<file path="src/xcr_pkg.sv">
// Shared types, character constants and decode functions for the XML reference decoder.
package xcr_pkg;

  localparam int unsigned ByteW  = 8;
  localparam int unsigned CodeW  = 17;
  localparam int unsigned CountW = 4;
  localparam int unsigned MaxRes = 3;

  localparam logic [CountW-1:0] MaxChars = 4'd7;

  localparam logic [ByteW-1:0] ChAmp   = 8'h26;
  localparam logic [ByteW-1:0] ChApos  = 8'h27;
  localparam logic [ByteW-1:0] ChQuot  = 8'h22;
  localparam logic [ByteW-1:0] ChLt    = 8'h3C;
  localparam logic [ByteW-1:0] ChGt    = 8'h3E;
  localparam logic [ByteW-1:0] ChSemi  = 8'h3B;
  localparam logic [ByteW-1:0] ChHash  = 8'h23;
  localparam logic [ByteW-1:0] ChLowA  = 8'h61;
  localparam logic [ByteW-1:0] ChLowG  = 8'h67;
  localparam logic [ByteW-1:0] ChLowL  = 8'h6C;
  localparam logic [ByteW-1:0] ChLowM  = 8'h6D;
  localparam logic [ByteW-1:0] ChLowO  = 8'h6F;
  localparam logic [ByteW-1:0] ChLowP  = 8'h70;
  localparam logic [ByteW-1:0] ChLowQ  = 8'h71;
  localparam logic [ByteW-1:0] ChLowS  = 8'h73;
  localparam logic [ByteW-1:0] ChLowT  = 8'h74;
  localparam logic [ByteW-1:0] ChLowU  = 8'h75;
  localparam logic [ByteW-1:0] ChLowX  = 8'h78;

  typedef enum logic [8:0] {
    PH_IDLE = 9'b000000001,
    PH_A    = 9'b000000010,
    PH_AMP  = 9'b000000100,
    PH_APOS = 9'b000001000,
    PH_GTLT = 9'b000010000,
    PH_QUOT = 9'b000100000,
    PH_HASH = 9'b001000000,
    PH_HEX  = 9'b010000000,
    PH_DEC  = 9'b100000000
  } xcr_phase_e;

  // Up to three UTF-8 bytes from one request, byte 0 goes out first
  typedef struct packed {
    logic [1:0]                   cnt;
    logic                         err;
    logic [CountW-1:0]            len;
    logic [MaxRes-1:0][ByteW-1:0] bytes;
  } xcr_res_t;

  function automatic xcr_res_t error_res();
    xcr_res_t r;
    r       = '0;
    r.cnt   = 2'd1;
    r.err   = 1'b1;
    return r;
  endfunction

  function automatic xcr_res_t char_res(input logic [ByteW-1:0] ch,
                                        input logic [CountW-1:0] len);
    xcr_res_t r;
    r          = '0;
    r.cnt      = 2'd1;
    r.len      = len;
    r.bytes[0] = ch;
    return r;
  endfunction

  function automatic xcr_res_t utf8_encode(input logic [CodeW-1:0] ch,
                                           input logic [CountW-1:0] len);
    xcr_res_t r;
    r     = '0;
    r.len = len;
    if (ch < 17'h00080) begin
      if (ch >= 17'h00020 || ch == 17'h00009 || ch == 17'h0000A || ch == 17'h0000D) begin
        r.cnt      = 2'd1;
        r.bytes[0] = ch[7:0];
      end else begin
        r = error_res();
      end
    end else if (ch < 17'h00800) begin
      r.cnt      = 2'd2;
      r.bytes[0] = 8'hC0 | {3'b000, ch[10:6]};
      r.bytes[1] = 8'h80 | {2'b00, ch[5:0]};
    end else if (ch < 17'h10000) begin
      r.cnt      = 2'd3;
      r.bytes[0] = 8'hE0 | {4'b0000, ch[15:12]};
      r.bytes[1] = 8'h80 | {2'b00, ch[11:6]};
      r.bytes[2] = 8'h80 | {2'b00, ch[5:0]};
    end else begin
      r = error_res();
    end
    return r;
  endfunction

  // Expected byte of a named reference at a position; bit 8 flags a valid position
  function automatic logic [ByteW:0] name_expect(input xcr_phase_e ph,
                                                 input logic [CountW-1:0] pos);
    logic [ByteW:0] e;
    e = '0;
    case (ph)
      PH_AMP: begin
        case (pos)
          4'd3:    e = {1'b1, ChLowP};
          4'd4:    e = {1'b1, ChSemi};
          default: e = '0;
        endcase
      end
      PH_APOS: begin
        case (pos)
          4'd3:    e = {1'b1, ChLowO};
          4'd4:    e = {1'b1, ChLowS};
          4'd5:    e = {1'b1, ChSemi};
          default: e = '0;
        endcase
      end
      PH_GTLT: begin
        case (pos)
          4'd2:    e = {1'b1, ChLowT};
          4'd3:    e = {1'b1, ChSemi};
          default: e = '0;
        endcase
      end
      PH_QUOT: begin
        case (pos)
          4'd2:    e = {1'b1, ChLowU};
          4'd3:    e = {1'b1, ChLowO};
          4'd4:    e = {1'b1, ChLowT};
          4'd5:    e = {1'b1, ChSemi};
          default: e = '0;
        endcase
      end
      default: e = '0;
    endcase
    return e;
  endfunction

endpackage

</file>
<file path="src/xcr_parser.sv">
// Reference parser: phase, accumulated code point and character count, one byte per request.
module xcr_parser (
  input  logic                     clk_i,
  input  logic                     rst_ni,
  input  logic                     fire_i,
  input  logic [xcr_pkg::ByteW-1:0] byte_i,
  input  logic                     begin_i,
  output xcr_pkg::xcr_res_t        res_o
);
  import xcr_pkg::*;

  xcr_phase_e        phase_q, phase_d;
  logic [CodeW-1:0]  code_q, code_d;
  logic [CountW-1:0] cnt_q, cnt_d;
  logic [ByteW-1:0]  first_q, first_d;

  logic              dec_path, hex_path, is_semi, dig_ok;
  logic [3:0]        dig_val;
  logic [CodeW-1:0]  code_next;
  logic [CountW-1:0] cnt_inc;
  logic [ByteW:0]    expect_w;
  logic [ByteW-1:0]  named_ch;

  assign is_semi  = (byte_i == ChSemi);
  assign dec_path = (phase_q == PH_HASH && byte_i != ChLowX) || phase_q == PH_DEC;
  assign hex_path = (phase_q == PH_HEX);
  assign cnt_inc  = cnt_q + 4'd1;
  assign expect_w = name_expect(phase_q, cnt_q);

  always_comb begin
    dig_ok  = 1'b0;
    dig_val = 4'd0;
    if (byte_i inside {[8'h30:8'h39]}) begin
      dig_ok  = 1'b1;
      dig_val = byte_i[3:0];
    end else if (hex_path && (byte_i inside {[8'h61:8'h66], [8'h41:8'h46]})) begin
      dig_ok  = 1'b1;
      dig_val = byte_i[3:0] + 4'd9;
    end
  end

  // Decimal: code*10 as two shifts; hex: shift in a nibble
  assign code_next = hex_path ? {code_q[CodeW-5:0], dig_val}
                              : (code_q << 3) + (code_q << 1) + {13'd0, dig_val};

  always_comb begin
    case (phase_q)
      PH_AMP:  named_ch = ChAmp;
      PH_APOS: named_ch = ChApos;
      PH_GTLT: named_ch = (first_q == ChLowL) ? ChLt : ChGt;
      PH_QUOT: named_ch = ChQuot;
      default: named_ch = '0;
    endcase
  end

  always_comb begin
    phase_d = phase_q;
    code_d  = code_q;
    cnt_d   = cnt_q;
    first_d = first_q;
    res_o   = '0;
    if (begin_i) begin
      first_d = byte_i;
      code_d  = '0;
      cnt_d   = 4'd2;
      case (byte_i)
        ChLowA:         phase_d = PH_A;
        ChLowG, ChLowL: phase_d = PH_GTLT;
        ChLowQ:         phase_d = PH_QUOT;
        ChHash:         phase_d = PH_HASH;
        default: begin
          phase_d = PH_IDLE;
          res_o   = error_res();
        end
      endcase
    end else if (dec_path || hex_path) begin
      if (is_semi) begin
        cnt_d   = cnt_inc;
        phase_d = PH_IDLE;
        res_o   = utf8_encode(code_q, cnt_inc);
      end else if (!dig_ok || cnt_q >= MaxChars) begin
        phase_d = PH_IDLE;
        res_o   = error_res();
      end else begin
        code_d  = code_next;
        cnt_d   = cnt_inc;
        phase_d = hex_path ? PH_HEX : PH_DEC;
      end
    end else begin
      case (phase_q)
        PH_A: begin
          cnt_d = 4'd3;
          if (byte_i == ChLowM) begin
            phase_d = PH_AMP;
          end else if (byte_i == ChLowP) begin
            phase_d = PH_APOS;
          end else begin
            phase_d = PH_IDLE;
            res_o   = error_res();
          end
        end
        PH_AMP, PH_APOS, PH_GTLT, PH_QUOT: begin
          if (!expect_w[ByteW] || byte_i != expect_w[ByteW-1:0]) begin
            phase_d = PH_IDLE;
            res_o   = error_res();
          end else begin
            cnt_d = cnt_inc;
            if (is_semi) begin
              phase_d = PH_IDLE;
              res_o   = char_res(named_ch, cnt_inc);
            end
          end
        end
        PH_HASH: begin
          // only the lowercase x reaches here, other bytes take the decimal path
          phase_d = PH_HEX;
          cnt_d   = 4'd3;
        end
        default: phase_d = PH_IDLE;
      endcase
    end
    if (!fire_i) begin
      res_o = '0;
    end
  end

  always_ff @(posedge clk_i or negedge rst_ni) begin
    if (!rst_ni) begin
      phase_q <= PH_IDLE;
      code_q  <= '0;
      cnt_q   <= '0;
      first_q <= '0;
    end else if (fire_i) begin
      phase_q <= phase_d;
      code_q  <= code_d;
      cnt_q   <= cnt_d;
      first_q <= first_d;
    end
  end

endmodule

</file>
<file path="src/xcr_out_buf.sv">
// Result register: holds up to three UTF-8 bytes and hands them out one per cycle while ready_i is high.
module xcr_out_buf (
  input  logic                      clk_i,
  input  logic                      rst_ni,
  input  logic                      load_i,
  input  xcr_pkg::xcr_res_t         res_i,
  output logic                      valid_o,
  input  logic                      ready_i,
  output logic [xcr_pkg::ByteW-1:0] byte_o,
  output logic                      err_o,
  output logic [xcr_pkg::CountW-1:0] len_o,
  output logic                      last_o,
  output logic                      free_o
);
  import xcr_pkg::*;

  logic              valid_q, valid_d;
  logic [1:0]        idx_q, idx_d;
  xcr_res_t          res_q;
  logic              take;

  assign take    = valid_q && ready_i;
  assign last_o  = (idx_q == res_q.cnt - 2'd1);
  assign valid_o = valid_q;
  assign byte_o  = (idx_q < 2'd3) ? res_q.bytes[idx_q] : '0;
  assign err_o   = res_q.err;
  assign len_o   = res_q.len;
  // free when empty or the final byte leaves this cycle
  assign free_o  = !valid_q || (take && last_o);

  always_comb begin
    valid_d = valid_q;
    idx_d   = idx_q;
    if (load_i) begin
      valid_d = 1'b1;
      idx_d   = 2'd0;
    end else if (take) begin
      if (last_o) begin
        valid_d = 1'b0;
      end else begin
        idx_d = idx_q + 2'd1;
      end
    end
  end

  always_ff @(posedge clk_i or negedge rst_ni) begin
    if (!rst_ni) begin
      valid_q <= 1'b0;
      idx_q   <= '0;
    end else begin
      valid_q <= valid_d;
      idx_q   <= idx_d;
    end
  end

  always_ff @(posedge clk_i) begin
    if (load_i) begin
      res_q <= res_i;
    end
  end

endmodule

</file>
<file path="src/xml_char_reference_decoder.sv">
// A result byte is registered and appears in the cycle after the request that completes a reference.
// One input byte per cycle while m_axis_tready is high; a character of two or three UTF-8 bytes holds
// the input while the result register drains.
// Bytes inside a reference give no result and are taken at one per cycle.
// Reset (rst_ni low, asynchronous) returns the parser to idle and empties the result register.
module xml_char_reference_decoder (
  input  logic        clk_i,
  input  logic        rst_ni,
  input  logic        s_axis_tvalid,
  output logic        s_axis_tready,
  input  logic [7:0]  s_axis_tdata,   // [7:0] in_byte
  input  logic        s_axis_tuser,   // [0] begin_req
  output logic        m_axis_tvalid,
  input  logic        m_axis_tready,
  output logic [15:0] m_axis_tdata,   // [7:0] out_byte, [11:8] ref_length, [15:12] zero
  output logic        m_axis_tuser,   // [0] is_error
  output logic        m_axis_tlast    // last
);
  import xcr_pkg::*;

  logic              fire, free;
  xcr_res_t          res;
  logic [ByteW-1:0]  out_byte;
  logic [CountW-1:0] out_len;

  assign s_axis_tready = free;
  assign fire          = s_axis_tvalid && free;

  xcr_parser u_parser (
    .clk_i  (clk_i),
    .rst_ni (rst_ni),
    .fire_i (fire),
    .byte_i (s_axis_tdata),
    .begin_i(s_axis_tuser),
    .res_o  (res)
  );

  xcr_out_buf u_out_buf (
    .clk_i  (clk_i),
    .rst_ni (rst_ni),
    .load_i (fire && res.cnt != 2'd0),
    .res_i  (res),
    .valid_o(m_axis_tvalid),
    .ready_i(m_axis_tready),
    .byte_o (out_byte),
    .err_o  (m_axis_tuser),
    .len_o  (out_len),
    .last_o (m_axis_tlast),
    .free_o (free)
  );

  assign m_axis_tdata = {4'b0000, out_len, out_byte};

`ifndef SYNTHESIS
  a_err_shape: assert property (@(posedge clk_i) disable iff (!rst_ni)
    m_axis_tvalid && m_axis_tuser |-> m_axis_tlast && m_axis_tdata[11:8] == 4'd0)
    else $error("error result not final or with nonzero length");

  a_no_take_mid: assert property (@(posedge clk_i) disable iff (!rst_ni)
    s_axis_tready && m_axis_tvalid |-> m_axis_tlast && m_axis_tready)
    else $error("request taken while a character is still draining");

  a_continue: assert property (@(posedge clk_i) disable iff (!rst_ni)
    m_axis_tvalid && !m_axis_tlast |=> m_axis_tvalid)
    else $error("character dropped before its final byte");
`endif

endmodule
</file>
<file path="config.mk">
export PLATFORM = sky130hd
export DESIGN_NAME = xml_char_reference_decoder
export DESIGN_NICKNAME = d
export VERILOG_FILES = /design/src/xcr_pkg.sv /design/src/xcr_parser.sv /design/src/xcr_out_buf.sv /design/src/xml_char_reference_decoder.sv
export SDC_FILE = /design/constraint.sdc
export NUM_CORES = 1
export LEC_CHECK = 0
export ABC_AREA = 1
export BUFFER_PORTS_ARGS = -buffer_cell sky130_fd_sc_hd__buf_2
export CAP_MARGIN = 15
export CORE_MARGIN = 4
export CORE_UTILIZATION = 46
export CTS_CLUSTER_SIZE = 40
export DETAILED_ROUTE_END_ITERATION = 10
export PLACE_DENSITY_LB_ADDON = 0.08
export SETUP_SLACK_MARGIN = 0.5
export SYNTH_ARGS = -nofsm -noshare
export SYNTH_HDL_FRONTEND = slang
export SYNTH_SLANG_ARGS = --single-unit
</file>
<file path="constraint.sdc">
create_clock -name clk_i -period 10 [get_ports clk_i]
set_input_delay 0.5 -clock clk_i [delete_from_list [all_inputs] [get_ports clk_i]]
set_output_delay 0.5 -clock clk_i [all_outputs]
set_load 0.01 [all_outputs]
</file>
==> reports/metrics.cfg, run 1 <==
[global_routing]
grt_overflow_total=0
first_global_vias=5118
grt_pass1_wl_mm=24.6
grt_util_all_layers_pct=21.4
antenna_found_initial=0
grt_max_degree=42

[final_layout]
diodes=0
fin_util_pct=52.3
area_growth_pct=9.14
final_nets=829
drive_above_1_share_pct=10.9
mostFrequentLayoutCells=nand2_1, inv_1, nor2_1, o21ai_0, nand3_1
fin_cells=924
final_common_cell=nand2_1

[flow_run]
cap_violations=0

[timing]
rsz0062_at_grt=no
slew_violations=0
slew_headroom_pct=35.7
max_freq_mhz=250
period_needed_ps=4000
finClkSkew_ps=13.7
hold_viol_final=0
fin_crit_sh_pct=40.0
fin_tns_setup_ps=0
setup_violations=0
tightest_slew_ps=965

[yosys]
ys_warn_count=0
async_reset_ff_share_pct=58.6
synth_edf_count=29
synthCells=752
ys_seq_elements=70
ys_seq_area_share_pct=34.0
syn_area_sq_um=5590
synth_cell_types=51
ys.flop_type=dfrtp_1
avgSynthCellArea_sq_um=7.43

[critical_path]
path_buf_inv=2
slowest_stage=fa_1
startpoint_type=register
cp_top_family=simple AND/OR/NAND/NOR gates
cp_max_fo=8
crit_required_ps=10200
arrival_ps=4200
worstPathCellList=inv_1 > nand2_2 > nor2_4 > nand3_2 > nor2_4 > nand2_1 > nand2_2 > inv_1 > nor3_1 > ha_1 > ha_1 > fa_1 > a21oi_1 > o21ai_0 > nand4_1 > nand2_1 > nand2_1 > nand2_1 > nand3_1 > nand2_1 > xor2_1 > o21ai_0 > o21ai_0
critPathCaptureType=register
crit_top_cell=nand2_1
crit_type=reg -> reg
cpPeakStageDelay_ps=400

[detailed_routing]
drt_iter0_drc=378
firstDrtPassIters=5
drt-vias-per-instance=5.65
vias=5220
ant_nets=0
wl_per_cell_um=16.1
drc=0
wl_mm=14.9

[clock_network]
ctsHoldBuffers=0
clkLatencyLatePin_ps=340
clockBufferDepth=2
tritoncts=built
cts_setup_buffers=0
path_clk_slew_ps=60
cts.sinks=70
cts_buffers=9
clock-root-buffer=clkbuf_16
htree_levels=3
post_cts_resized=0

[floorplanning]
die_y_um=118
initial_core_util_pct=47.9
core-area_sq_um=11700
pin_count=33
dieArea_sq_um=14000
die_x_um=118
rows=39

[outcome]
run_status=complete, no violations

[placed_design]
dp.cells=908
portBuffers=28
gp_congestion=0.917
dp_hpwl_mm=11.8

[power]
p_leak_nw=3.02
p_per_area_nw_per_um2=176
ir_worst_vdd_mv=0.0746

[worst_hold_path]
hold_path_class=in -> async

==> path summary, 6_finish.rpt <==
| check | start | end | slack (ps) | cells after the start |
|---|---|---|---|---|
| worst max-delay path | u_parser.phase_q[3] | u_parser.code_q[14] | 6000 | 23 |
| worst min-delay path | rst_ni | u_parser.code_q[15] | 310 | 1 |
| worst max register to register | u_parser.phase_q[3] | u_parser.code_q[14] | 6000 | 23 |
| worst min register to register | u_parser.first_q[7] | u_parser.first_q[7] | 490 | 2 |
| max in group asynchronous | rst_ni | u_parser.code_q[6] | 9080 | 1 |
| min in group clk_i | s_axis_tdata[7] | u_parser.first_q[7] | 430 | 3 |
==> where the power goes <==
part	internal, mW	leakage [nW]	total [mW]	switching [mW]
logic	0.126	2.06	0.366	0.240
clock network	0.173	0.135	0.309	0.136
registers	0.350	0.822	0.397	0.0470
==> metrics by stage <==
| stage | power (mW) | setup slack [ps] | hold WS (ps) | cell area, sq um |
|---|---|---|---|---|
| floorplan | 0.664 | 6330 | 204 | 5600 |
| global placement | 0.761 | 5850 | 458 | 5810 |
| detailed placement | 0.767 | 5790 | 475 | 5810 |
| CTS | 1.08 | 6020 | 357 | 6100 |
| global route | 1.15 | 5560 | 400 | 6100 |
| finish | 1.07 | 6000 | 306 | 6100 |
==> flip-flops by register name, summed over array words and instances (netlist names) <==
| signal | count |
|---|---|
| u_parser.first_q | 8 |
| u_parser.cnt_q | 4 |
| u_out_buf.idx_q | 2 |
| u_parser.phase_q | 9 |
| u_out_buf.len_o | 4 |
| u_out_buf.err_o | 1 |
| u_out_buf.res_q | 24 |
| u_parser.code_q | 17 |
| u_out_buf.valid_o | 1 |
==> synthesized netlist by cell type, types with 3 or more instances <==
library cell	instances	area share, %
nor2_2	5	0.56
nor2_1	78	5.2
nand2_2	9	1.0
o22ai_1	18	2.0
xor2_1	12	1.9
nand3_1	53	4.7
nor2_4	4	0.81
o32ai_1	6	0.94
o21ai_1	4	0.36
ha_1	38	8.5
nor3_1	19	1.7
xnor2_1	4	0.63
inv_1	94	6.3
nand4_1	22	2.5
clkbuf_1	4	0.27
edfxtp_1	29	16
buf_2	4	0.36
o221ai_1	4	0.63
nor4_1	3	0.34
dfrtp_1	40	18
o31ai_1	3	0.40
o21ai_0	61	5.5
buf_4	8	1.1
nand3_2	5	0.90
a21oi_1	33	3.0
nand2_1	147	9.9
o211ai_1	6	0.81
inv_2	7	0.47
==> metal layers <==
layer  GRT usage [%]  wire [um]  vias to the layer above
met5               0          0                        -
met4            8.42        394                        0
met3            3.15        580                       31
met2            35.7       7080                      131
met1            28.0       6840                     2444
li1                -          -                     2614
==> worst register-to-register path: cells and delay by family, from the launching register on <==
family	cells	cell delay [ps]
simple gates	13	1650
fa+ha+maj	3	920
compound gates	4	550
flops	1	390
buf+inv	2	210
xor+xnor	1	140
==> kinds of logic after synthesis <==
group,Yosys count,share of synthesized area [%]
flops,70,34.0
mux,1,0.179
fa+ha+maj,40,9.23
other cells,1,0.0671
buf+inv,122,8.96
simple gates,356,29.8
compound gates,146,15.2
xor+xnor,16,2.51
==> final cells by class <==
type,count,area (sq um)
clock inverter,7,61.3
fill,1125,5560
inverter,103,387
sequential,70,1900
clock buffer,9,225
multi-input combinational,563,3200
timing repair buffer,29,148
tap,143,179
Power figures use the tool's default switching activity.
==> inputs of run 2 (changes only) <==
- clock period: 10 -> 3.6 ns (I/O delays scaled with it)
==> reports/metrics.cfg, run 2 (same netlist as run 1, synthesis figures left out) <==
[detailed_routing]
ant_nets=0  ; unchanged
vias=5365  ; was 5220
drc=0  ; unchanged
drt-vias-per-instance=5.67  ; was 5.65
wl_per_cell_um=16.4  ; was 16.1 um
firstDrtPassIters=7  ; was 5
drt_iter0_drc=385  ; was 378
wl_mm=15.5  ; was 14.9 mm

[timing]
hold_viol_final=4  ; was 0
period_needed_ps=3250  ; was 4000 ps
max_freq_mhz=307  ; was 250 MHz
finClkSkew_ps=7.72  ; was 13.7 ps
fin_crit_sh_pct=90.4  ; was 40.0%
rsz0062_at_grt=yes  ; was no
setup_violations=0  ; unchanged
hold_ws_ps=-2.30  ; was 306 ps
slew_violations=0  ; unchanged
tightest_slew_ps=1000  ; was 965 ps
slew_headroom_pct=33.1  ; was 35.7%
fin_tns_setup_ps=0  ; unchanged

[final_layout]
fillers=1106  ; was 1125
regArea_sq_um=1900  ; about the same
regMostFlops=u_out_buf.res_q  ; unchanged
final_common_cell=nand2_1  ; unchanged
final_nets=851  ; was 829
diodes=0  ; unchanged
drive_above_1_share_pct=17.2  ; was 10.9%
largest_reg_flops=24  ; unchanged
area_growth_pct=14.8  ; was 9.14%
fin_cells=946  ; was 924
mostFrequentLayoutCells=nand2_1, inv_1, nor2_1, nand3_1, o21ai_0  ; was nand2_1, inv_1, nor2_1, o21ai_0, nand3_1
reg_top3=u_out_buf.res_q (24), u_parser.code_q (17), u_parser.phase_q (9)  ; unchanged
multi_input_area_sq_um=3360  ; was 3200 sq um

[clock_network]
ctsHoldBuffers=0  ; unchanged
clkLatencyLatePin_ps=350  ; was 340 ps
clock-root-buffer=clkbuf_16  ; unchanged
cts.sinks=70  ; unchanged
clockBufferDepth=2  ; unchanged
path_clk_slew_ps=60  ; about the same
cts_buffers=9  ; unchanged
tritoncts=built  ; unchanged
htree_levels=3  ; unchanged

[floorplanning]
core-area_sq_um=11700  ; unchanged
pin_count=33  ; unchanged
die_x_um=118  ; unchanged
dieArea_sq_um=14000  ; unchanged
die_y_um=118  ; unchanged
initial_core_util_pct=47.9  ; unchanged
rows=39  ; unchanged

[global_routing]
grt_pass1_wl_mm=25.3  ; was 24.6 mm
first_global_vias=5173  ; was 5118
grt_util_all_layers_pct=22.0  ; was 21.4%
gr-usage-met1_pct=28.5  ; was 28.0%
antenna_found_initial=0  ; unchanged
grt_max_degree=42  ; unchanged
gr-usage-met2_pct=37.3  ; was 35.7%
grt-busiest-layer=met2  ; unchanged
grt_overflow_total=0  ; unchanged
use_met3_pct=3.01  ; was 3.15%

[power]
power_frac_comb_pct=35.8  ; was 34.1%
pwr-share-clk_pct=27.7  ; was 28.8%
ir_worst_vdd_mv=0.252  ; was 0.0746 mV
p_int_mw=1.82  ; was 0.649 mW
p_leak_nw=3.14  ; was 3.02 nW
p_per_area_nw_per_um2=470  ; was 176 nW/um^2
p_seq_share_pct=36.5  ; was 37.1%
swShare_pct=39.6  ; was 39.4%
p_sw_mw=1.19  ; was 0.423 mW

[worst_hold_path]
hold_path_class=in -> async  ; unchanged

[critical_path]
crit_type=reg -> reg  ; unchanged
startpoint_type=register  ; unchanged
cp_max_fo=3  ; was 8
arrival_ps=3470  ; was 4200 ps
crit_required_ps=3810  ; was 10200 ps
critPathCaptureType=register  ; unchanged

[flow_run]
cap_violations=0  ; unchanged

[placed_design]
dp.cells=914  ; was 908
dp_hpwl_mm=11.9  ; was 11.8 mm
portBuffers=28  ; unchanged
gp_congestion=0.900  ; was 0.917

[outcome]
failed_checks=negative hold slack
run_status=finished with violations  ; was complete, no violations

[run 2: cell types whose count changed in the layout (fill, tap and decap cells not counted), moves of 6 or more]
cell / before / now
o21ai_1: 4 / 15
buf_4: 1 / 22
nand2_1: 147 / 141
o21ai_0: 61 / 46
[run 2: worst paths after layout]
check | start | endpoint | slack (ps) | cells after the start
min in group clk_i | s_axis_tdata[7] | u_parser.first_q[7] | 100 | 3
worst max register to register | u_parser.phase_q[1] | u_parser.code_q[16] | 350 | 22
worst min register to register | u_parser.first_q[7] | u_parser.first_q[7] | 490 | 2
worst min-delay path | rst_ni | u_parser.code_q[14] | -2 | 1
max in group asynchronous | rst_ni | u_parser.cnt_q[0] | 2920 | 1
worst max-delay path | u_parser.phase_q[1] | u_parser.code_q[16] | 350 | 22
[run 2: layout make-up]
| type | instances | share of cell area [%] |
|---|---|---|
| clock inverter | 7 | 0.760 |
| clock buffer | 9 | 3.51 |
| multi-input combinational | 563 | 52.3 |
| timing repair buffer | 51 | 4.93 |
| tap | 143 | 2.79 |
| sequential | 70 | 29.6 |
| inverter | 103 | 6.10 |
[run 2: critical path, cell delays in order (launching register included)]
cell,delay (ps)
dfrtp_1,400
inv_2,90
nand2_4,60
nor2_4,120
nand3_2,90
nor2_4,140
nand2_2,80
nand2_4,80
inv_4,50
nor3_4,210
ha_4,240
ha_4,160
fa_2,400
a21oi_2,140
o21ai_2,100
a21oi_2,140
o21ai_2,90
nand4_1,90
nand2_1,80
a21oi_1,150
o21ai_1,90
nand2_1,70
o21ai_1,60
[run 2: power groups by stage]
stage	sequential [mW]	clock (mW)	combinational [mW]
2_1_floorplan	1.06	0	0.790
3_3_place_gp	1.11	0	1.02
3_5_place_dp	1.12	0	1.03
4_1_cts	1.10	0.847	1.06
5_1_grt	1.12	0.879	1.21
6_report	1.10	0.834	1.08
[run 2: stage by stage]
stage               instance area [sq um]  total power [mW]  hold slack [ps]  setup WS [ps]  util [%]
floorplan                            5630              1.85             -116            418         -
global placement                     5890              2.13              385            183      50.5
detailed placement                   5890              2.14              404           41.8      50.5
CTS                                  6300              3.01             38.8            422      54.0
global route                         6420              3.21             77.0            188      55.0
finish                               6420              3.01            -2.30            346      55.0
[run 2: timing repair]
action                                  in CTS  in global routing
buffers inserted                            11                  5
resized for setup                           15                 22
pin swaps                                   20                 23
endpoints found under the setup margin      29                 29
[run 2: routing by layer]
layer  vias to the layer above  routed length, um
met5                         -                  0
met4                         0                327
met3                        22                805
met2                       153               7600
met1                      2523               6760
li1                       2667                  -
==> inputs of run 3 (changes only) <==
- ABC_AREA: 1 -> unset
- CORE_UTILIZATION: 46 -> 55
- MAX_ROUTING_LAYER: unset -> met4
==> reports/metrics.cfg, run 3 <==
[global_routing]
grt_max_degree=42  ; unchanged
first_global_vias=4996  ; was 5173
grt_util_all_layers_pct=27.8  ; was 22.0%
antenna_found_initial=0  ; unchanged
grt_overflow_total=0  ; unchanged
grt_pass1_wl_mm=24.7  ; was 25.3 mm

[detailed_routing]
drc=0  ; unchanged
ant_nets=0  ; unchanged
wl_mm=15.5  ; about the same
wl_per_cell_um=18.4  ; was 16.4 um
vias=5110  ; was 5365
drt-vias-per-instance=6.07  ; was 5.67
firstDrtPassIters=5  ; was 7
drt_iter0_drc=343  ; was 385

[power]
p_leak_nw=2.93  ; was 3.14 nW
p_per_area_nw_per_um2=378  ; was 470 nW/um^2
finalPower_mw=2.64  ; was 3.01 mW
ir_worst_vdd_mv=0.277  ; was 0.252 mV

[critical_path]
crit_required_ps=3850  ; was 3810 ps
rr_endpoint=u_parser.code_q[11]  ; was u_parser.code_q[16]
arrival_ps=4090  ; was 3470 ps
worstPathCellList=nor4_4 > nand4_1 > a311oi_2 > a22o_1 > fa_1 > ha_1 > a21o_1 > a21oi_2 > o21ba_4 > o21ai_4 > a211oi_2 > nor2b_2 > xor2_1 > o21ai_1 > a22o_1  ; was inv_2 > nand2_4 > nor2_4 > nand3_2 > nor2_4 > nand2_2 > nand2_4 > inv_4 > nor3_4 > ha_4 > ha_4 > fa_2 > a21oi_2 > o21ai_2 > a21oi_2 > o21ai_2 > nand4_1 > nand2_1 > a21oi_1 > o21ai_1 > nand2_1 > o21ai_1
slowest_stage=fa_1  ; was dfrtp_1
startpoint_type=register  ; unchanged
crit_top_cell=a22o_1
r2r-start=u_parser.phase_q[2]  ; was u_parser.phase_q[1]
path_buf_inv=0  ; was 2
cp_max_fo=4  ; was 3
critPathCaptureType=register  ; unchanged
ff2ff_path_depth=15  ; was 22
cpPeakStageDelay_ps=470  ; was 400 ps
ff2ff_setup_slack_ps=-240  ; was 350 ps
crit_type=reg -> reg  ; unchanged
cp_top_family=compound AO/OA/AOI/OAI gates  ; was simple AND/OR/NAND/NOR gates

[yosys]
synthMuxAreaShare_pct=5.06  ; was 0.179%
synthAdderAreaFrac_pct=9.48  ; was 9.23%
synth_top_family_by_area=simple AND/OR/NAND/NOR gates  ; unchanged
ys.flop_type=dfrtp_1  ; unchanged
synth_compound_area_share_pct=19.6  ; was 15.2%
synth_xor_area_share_pct=3.06  ; was 2.51%
ys_seq_elements=70  ; unchanged
synth_most_common_cell=nor2_1  ; was nand2_1
ys_warn_count=0  ; unchanged
synth_top_area_share_pct=18.4  ; was 17.9%
yosys-top-cells-count=nor2_1, nand2_1, o21ai_0  ; was nand2_1, inv_1, nor2_1
async_reset_ff_share_pct=58.6  ; unchanged
synth_simple_gate_area_share_pct=23.5  ; was 29.8%
synthCells=615  ; was 752
avgSynthCellArea_sq_um=8.84  ; was 7.43 sq um
syn_area_sq_um=5440  ; was 5590 sq um
yosysTopAreaCell=dfrtp_1  ; unchanged
ys_seq_area_share_pct=34.9  ; was 34.0%
synth_cell_types=71  ; was 51
synth_area_leaders=dfrtp_1, edfxtp_1, ha_1  ; was dfrtp_1, edfxtp_1, nand2_1
synth_edf_count=29  ; unchanged

[timing]
slew_violations=0  ; unchanged
rsz0062_at_grt=yes  ; unchanged
setup_violations=9  ; was 0
max_freq_mhz=261  ; was 307 MHz
period_needed_ps=3840  ; was 3250 ps
fin_crit_sh_pct=107  ; was 90.4%
slew_headroom_pct=33.1  ; about the same
tightest_slew_ps=1000  ; about the same
hold_viol_final=0  ; was 4
setup_slack_ps=-237  ; was 346 ps
hold_ws_ps=111  ; was -2.30 ps
finClkSkew_ps=11.9  ; was 7.72 ps

[clock_network]
path_clk_slew_ps=90  ; was 60 ps
tritoncts=built  ; unchanged
cts_buffers=9  ; unchanged
clockBufferDepth=2  ; unchanged
htree_levels=3  ; unchanged
cts.sinks=70  ; unchanged
clkLatencyLatePin_ps=360  ; was 350 ps
clock-root-buffer=clkbuf_8  ; was clkbuf_16

[final_layout]
reg_top3=u_out_buf.res_q (24), u_parser.code_q (17), u_parser.phase_q (9)  ; unchanged
final_common_cell=buf_4  ; was nand2_1
regMostFlops=u_out_buf.res_q  ; unchanged
largest_reg_flops=24  ; unchanged
final_nets=757  ; was 851
area_growth_pct=28.6  ; was 14.8%
drive_above_1_share_pct=32.2  ; was 17.2%
mostFrequentLayoutCells=buf_4, nor2_1, nand2_1, dfrtp_1, a21oi_1  ; was nand2_1, inv_1, nor2_1, nand3_1, o21ai_0
diodes=0  ; unchanged

[outcome]
run_status=finished with violations  ; unchanged
failed_checks=negative setup slack  ; was negative hold slack

[floorplanning]
rows=36  ; was 39
die_y_um=107  ; was 118 um
initial_core_util_pct=56.1  ; was 47.9%
die_x_um=107  ; was 118 um
core-area_sq_um=9680  ; was 11700 sq um
dieArea_sq_um=11500  ; was 14000 sq um
pin_count=33  ; unchanged

[flow_run]
cap_violations=0  ; unchanged

[worst_hold_path]
worstHoldPathCells=2
min_to=u_parser.first_q[5]
hold_path_class=in -> reg  ; was in -> async
worstHoldStart=s_axis_tdata[5]

[placed_design]
gp_congestion=0.889  ; was 0.900
portBuffers=28  ; unchanged
dp_hpwl_mm=10.5  ; was 11.9 mm

run 3: routing by layer:
layer | up-vias | track usage [%] | wire, um
li1 | 2451 | - | -
met1 | 2467 | 36.5 | 6840
met2 | 162 | 43.9 | 7430
met3 | 30 | 4.74 | 852
met4 | 0 | 9.74 | 339
met5 | - | - | 0
run 3: where the power goes:
part,internal (mW),switching [mW]
Combinational,0.441,0.483
Sequential,0.954,0.107
Clock,0.325,0.333
Total,1.72,0.923
run 3: cells by family (layout without fill, tap and decap cells):
logic type / after synthesis / after routing
multiplexers: 26 / 26
flip-flops: 70 / 70
AO/OA/AOI/OAI: 164 / 164
XOR/XNOR: 19 / 19
adder cells (fa/ha/maj): 40 / 40
AND/OR/NAND/NOR: 243 / 243
buffers and inverters: 52 / 143
other: 1 / 4
run 3: final cells by class:
cell class,count,area [sq um]
multi-input combinational,496,3750
fill,750,2700
sequential,70,1900
timing repair buffer,111,906
tap,133,166
clock buffer,10,128
clock inverter,6,70.1
inverter,16,62.6
run 3: how the worst max path moves through the flow:
stage                               end  slack [ps]           startpoint  cells past startpoint
finish              u_parser.code_q[11]        -240  u_parser.phase_q[2]                     15
global route        u_parser.code_q[16]        -440  u_parser.phase_q[2]                     18
CTS                 u_parser.code_q[11]        -190  u_parser.phase_q[1]                     15
detailed placement  u_parser.code_q[16]        -190  u_parser.phase_q[1]                     18
global placement    u_parser.code_q[16]         -30  u_parser.phase_q[1]                     18
floorplan           u_parser.code_q[15]        -120  u_parser.phase_q[1]                     15
run 3: through the flow:
step | setup TNS [ps] | cells | util (%) | setup slack [ps] | instance area [sq um]
3_3_place_gp | -43.2 | 794 | 62.7 | -26.0 | 6070
4_1_cts | -1090 | 827 | 68.2 | -192 | 6600
6_report | -1520 | 842 | 72.2 | -237 | 6990
5_1_grt | -3300 | 842 | 72.2 | -442 | 6990
3_5_place_dp | -942 | 794 | 62.7 | -192 | 6070
2_1_floorplan | -454 | 618 | - | -120 | 5540
run 3: what timing repair did:
item                                    CTS  global route
setup buffers                            15            13
endpoints found under the setup margin   69            77
gates resized for setup                  44            57
hold endpoints to repair                  3             0
hold buffers                              1             0
cloned                                    1             2
pin swaps                                30            49
